## src/hw/rtl/dnb_ram.sv

```systemverilog
// ----------------------------------------------------------------------------
// dnb_ram
// Generic single-port-write, single-port-read RAM with registered read data.
// ----------------------------------------------------------------------------
module dnb_ram #(
  parameter int WIDTH = 32,
  parameter int DEPTH = 64
) (
  input  logic                                     clk,
  input  logic                                     we,
  input  logic [((DEPTH > 1) ? $clog2(DEPTH) : 1)-1:0] waddr,
  input  logic [WIDTH-1:0]                         wdata,
  input  logic [((DEPTH > 1) ? $clog2(DEPTH) : 1)-1:0] raddr,
  output logic [WIDTH-1:0]                         rdata
);

  logic [WIDTH-1:0] mem [DEPTH];

  always_ff @(posedge clk) begin
    if (we) begin
      mem[waddr] <= wdata;
    end
    rdata <= mem[raddr];
  end

endmodule

```

## config.mk

```make
export PLATFORM = sky130hd
export DESIGN_NAME = dnb_ram
export DESIGN_NICKNAME = d
export VERILOG_FILES = /design/src/hw/rtl/dnb_ram.sv
export SDC_FILE = /design/constraint.sdc
export NUM_CORES = 2
export LEC_CHECK = 0
export BUFFER_PORTS_ARGS = -buffer_cell sky130_fd_sc_hd__buf_2
export CELL_PAD_IN_SITES_DETAIL_PLACEMENT = 1
export CELL_PAD_IN_SITES_GLOBAL_PLACEMENT = 1
export CORE_MARGIN = 8
export CORE_UTILIZATION = 55
export DETAILED_ROUTE_END_ITERATION = 10
export PLACE_DENSITY_LB_ADDON = 0.2
export SYNTH_ARGS = -nofsm -noshare
export SYNTH_HDL_FRONTEND = slang
export SYNTH_SLANG_ARGS = --single-unit
```

## constraint.sdc

```tcl
create_clock -name clk -period 4.8 [get_ports clk]
set_clock_uncertainty 0.2 [all_clocks]
set_input_delay 0.96 -clock clk [delete_from_list [all_inputs] [get_ports clk]]
set_output_delay 0.96 -clock clk [all_outputs]
set_load 0.05 [all_outputs]
```

# [Word level (Yosys, flattened, before mapping)]
# Memory sizes are Yosys's and may differ from the RTL's. A register that Yosys moved wholly into a read port is not among the register bits.
# Index checks and enable logic that the tools add are counted.
[word_totals] reg_bits=0 ramBits=2048 elab_cells=3 n_memories=1
[mem_list] memory="mem" depth=64 word_bits=32 read_ports=1 rd_clocked_by_memory_dff=1 wr=1 line_no="17" source="logic [WIDTH-1:0] mem [DEPTH];"
[op_classes] muxes=2
[op_table] operator="2-to-1 mux 1 bit" n=2

# [Longest topological paths before layout]
[depth] depth_word=2 ltp_mapped=10 depth_no_buf=5

# [Worst setup path before layout]
# Ideal clock, no wire load.
[synth_path] path_type="input-to-reg" start="input port waddr[3] in the netlist's numbering" end="memory mem[48][0], enable pin" setup_ps=461 t_arrival_ps=3659 required_time_ps=4139 slack_ps=480 stages=4 cell_sequence="clkbuf_1 nor2b_1 nand4b_1 nor3_1"
[synth_rtl] element="from (decl)" line_no="11" source="input logic [((DEPTH > 1) ? $clog2(DEPTH) : 1)-1:0] waddr,"
[synth_rtl] element="to (decl)" line_no="17"
# No word-level cell before the write port.

==> impl_metrics.ini <==
[die]
die_area_sq_um = 155000
start_util_pct = 55.5
rows = 138
coreArea_sq_um = 142000
fp.dieW_um = 394
io_pins = 78
die_h_um = 394

[grt]
grt_usage_pct = 27.4
grt_antenna_before_repair = 22
grt_overflow = 0
grt_pass1_vias = 40270
grt_max_degree = 66
grt_pass1_wl_mm = 303

[critical_path]
worstPathArrival_ns = 3.91
reg2reg_from = mem[6][1]
critPathLaunch = raddr[1]
critical_path_peak_fanout = 55
rr_endpoint = rdata[1]
cp.required_ns = 5.29
r2r_slack_ns = 2.26
endpoint = rdata[11]
path_class = primary input to flip-flop
worstSetupEndpointType = flip-flop
ff2ff_path_depth = 4
critPathLaunchType = primary input

[finish]
multi_input_area_sq_um = 16000
regArea_sq_um = 62100
fillers = 11200
syn2layout_area_growth_pct = 13.9
final_nets = 3660
drive_gt1_share_pct = 31.2
finalNonFillerCells = 5688

[synthesis]
syn_area_per_cell_sq_um = 23.6
postSynth.asyncResetShare_pct = 0
synth_cells = 3324
synth_top_area_share_pct = 78.3
yosysSeqAreaShare_pct = 79.1
synth_area_leader_cell = edfxtp_1
synth_nets = 3370
synth.distinct_cells = 34
ys_ff_latch = 2080
ys_warn_count = 0
ys_top_cells_by_count = edfxtp_1 (2,048), mux4_2 (544), nor2_1 (137)
synth_edf_count = 2048
synth_area_sq_um = 78500
synth_flop_cell = edfxtp_1
yosysMostFrequentCell = edfxtp_1
synth.area.top_cells = edfxtp_1 (78%), mux4_2 (16%), mux2i_1 (1.2%)

[route]
dr.pass1.iters = 5
ant_nets = 0
drcViolationCount = 0
wl_per_cell_um = 37.8
drt-vias-per-instance = 6.68
routed_wl_mm = 215
drt_iter0_markers = 4661
vias = 37996

[sta]
worst_slew_pin_slew_ns = 1.35
period_share_pct = 71.4
relSlewSlack_pct = 9.93
timing.fmax_mhz = 292
hold_viol_final = 0
maxSlewViolCount = 0
setup_violations = 0
post-route-min-period_ns = 3.43
rsz0062_at_grt = false
setup_tns_ns = 0

[placement]
place_inst = 5299
hpwl_mm = 124
io_buffers = 77
place_congestion = 0.801

[cts]
cts-resized-gates = 0
root_buffer = clkbuf_16
cts_setup_buffers = 0
clock_latency_ns = 0.84
cts_sinks = 2080
clk_pin_slew_ns = 0.06
cts_hold_repair.buffers = 0
cts_htree_levels = 4
cts-buffers-inserted = 203
cts_buffer_depth = 3
cts_tree = yes

[pwr]
irDropWorstVdd_uv = 356
p_per_area_nw_per_um2 = 426
p_leak_nw = 28.0

[run]
cap_viol_max_count = 0

[hold_path]
hp-class = primary input to flip-flop

[status]
status = complete, no violations
[flip-flops by register name, indices dropped and copies added, names as in the netlist]
register	flops
mem	2048
rdata	32
[per-stage QoR]
| stage | setup WS (ns) | power, mW | util, % | hold WS, ns | area (sq um) |
|---|---|---|---|---|---|
| 3_3_place_gp | 0.606 | 22.5 | 58.4 | 0.535 | 82800 |
| 2_1_floorplan | 0.480 | 21.6 | - | 0.463 | 78500 |
| 5_1_grt | 1.40 | 39.0 | 63.2 | 0.218 | 89400 |
| 3_5_place_dp | 0.584 | 22.6 | 58.4 | 0.559 | 82800 |
| 6_report | 1.37 | 38.1 | 63.2 | 0.240 | 89400 |
| 4_1_cts | 1.47 | 38.3 | 63.1 | 0.176 | 89400 |
[how the worst min path moves through the flow]
stage                            from     endpoint  slack [ns]  cells past startpoint
after CTS                   wdata[29]  mem[35][29]        0.18                      1
after global routing        wdata[29]  mem[35][29]        0.22                      1
after floorplan           mem[12][17]    rdata[17]        0.46                      4
after global placement     mem[12][8]     rdata[8]        0.53                      4
final                       wdata[29]  mem[33][29]        0.24                      1
after detailed placement  mem[12][20]    rdata[20]        0.56                      4
[area by class of cell]
cell class	instances	area share, %
clock inverters	120	1.37
repair buffers	267	2.55
clock buffers	258	6.07
diodes	11	0.0308
multi-input cells	1062	17.9
well taps	1890	2.64
flip-flops and latches	2080	69.5
[where the power goes]
| group | switching (mW) | total (mW) | internal [mW] |
|---|---|---|---|
| sequential | 0.0936 | 20.2 | 20.1 |
| combinational | 1.32 | 2.03 | 0.705 |
| clock | 6.81 | 15.9 | 9.10 |
[cells in the final DEF, fill, tap and decap left out, types with 4 or more instances in the layout]
| cell type | synthesis | layout |
|---|---|---|
| edfxtp_1 | 2048 | 2048 |
| mux4_2 | 544 | 544 |
| clkbuf_16 | 0 | 206 |
| buf_4 | 25 | 156 |
| mux2i_1 | 93 | 93 |
| o22ai_1 | 84 | 84 |
| nor2_1 | 137 | 75 |
| buf_2 | 57 | 73 |
| a21oi_1 | 62 | 62 |
| nor2_4 | 0 | 62 |
| clkbuf_1 | 74 | 44 |
| clkinv_2 | 0 | 43 |
| buf_12 | 0 | 35 |
| clkinv_1 | 0 | 32 |
| dfxtp_1 | 32 | 32 |
| o221ai_1 | 27 | 27 |
| nand2_1 | 26 | 26 |
| bufinv_16 | 0 | 20 |
| nor2b_1 | 15 | 15 |
| a22oi_1 | 12 | 12 |
| diode_2 | 0 | 11 |
| nand2b_1 | 8 | 8 |
| a311oi_1 | 8 | 8 |
| clkbuf_8 | 0 | 8 |
| clkinvlp_4 | 0 | 8 |
| inv_6 | 0 | 6 |
| nand3b_1 | 5 | 5 |
| nor3_1 | 7 | 5 |
| nand3_1 | 5 | 5 |
| and3_1 | 4 | 4 |
| a41o_1 | 4 | 4 |
| o32ai_1 | 4 | 4 |
| clkinv_8 | 0 | 4 |
| clkinv_4 | 0 | 4 |
[cells by family (layout without fill, tap and decap cells)]
| family | after synthesis | count (layout) | synth area share [%] |
|---|---|---|---|
| muxes | 637 | 637 | 16.8 |
| AOI/OAI and AO/OA | 202 | 202 | 1.67 |
| other | 0 | 11 | 0 |
| buffers and inverters | 182 | 645 | 1.13 |
| DFF | 2080 | 2080 | 79.1 |
| and+or+nand+nor | 223 | 223 | 1.27 |
[layer usage]
layer	part of all wire, %	global-route usage (%)
met1	38	37.4
met2	49	44.5
met3	9.8	6.60
met4	3.3	8.76
met5	0.037	0
[critical path: stages]
cell and delay (ns):
buf_8 0.41, buf_4 0.43, buf_4 0.34, mux4_2 0.38
mux4_2 0.49, o22ai_1 0.59, nor2_1 0.11
(Power assumes the default switching activity.)
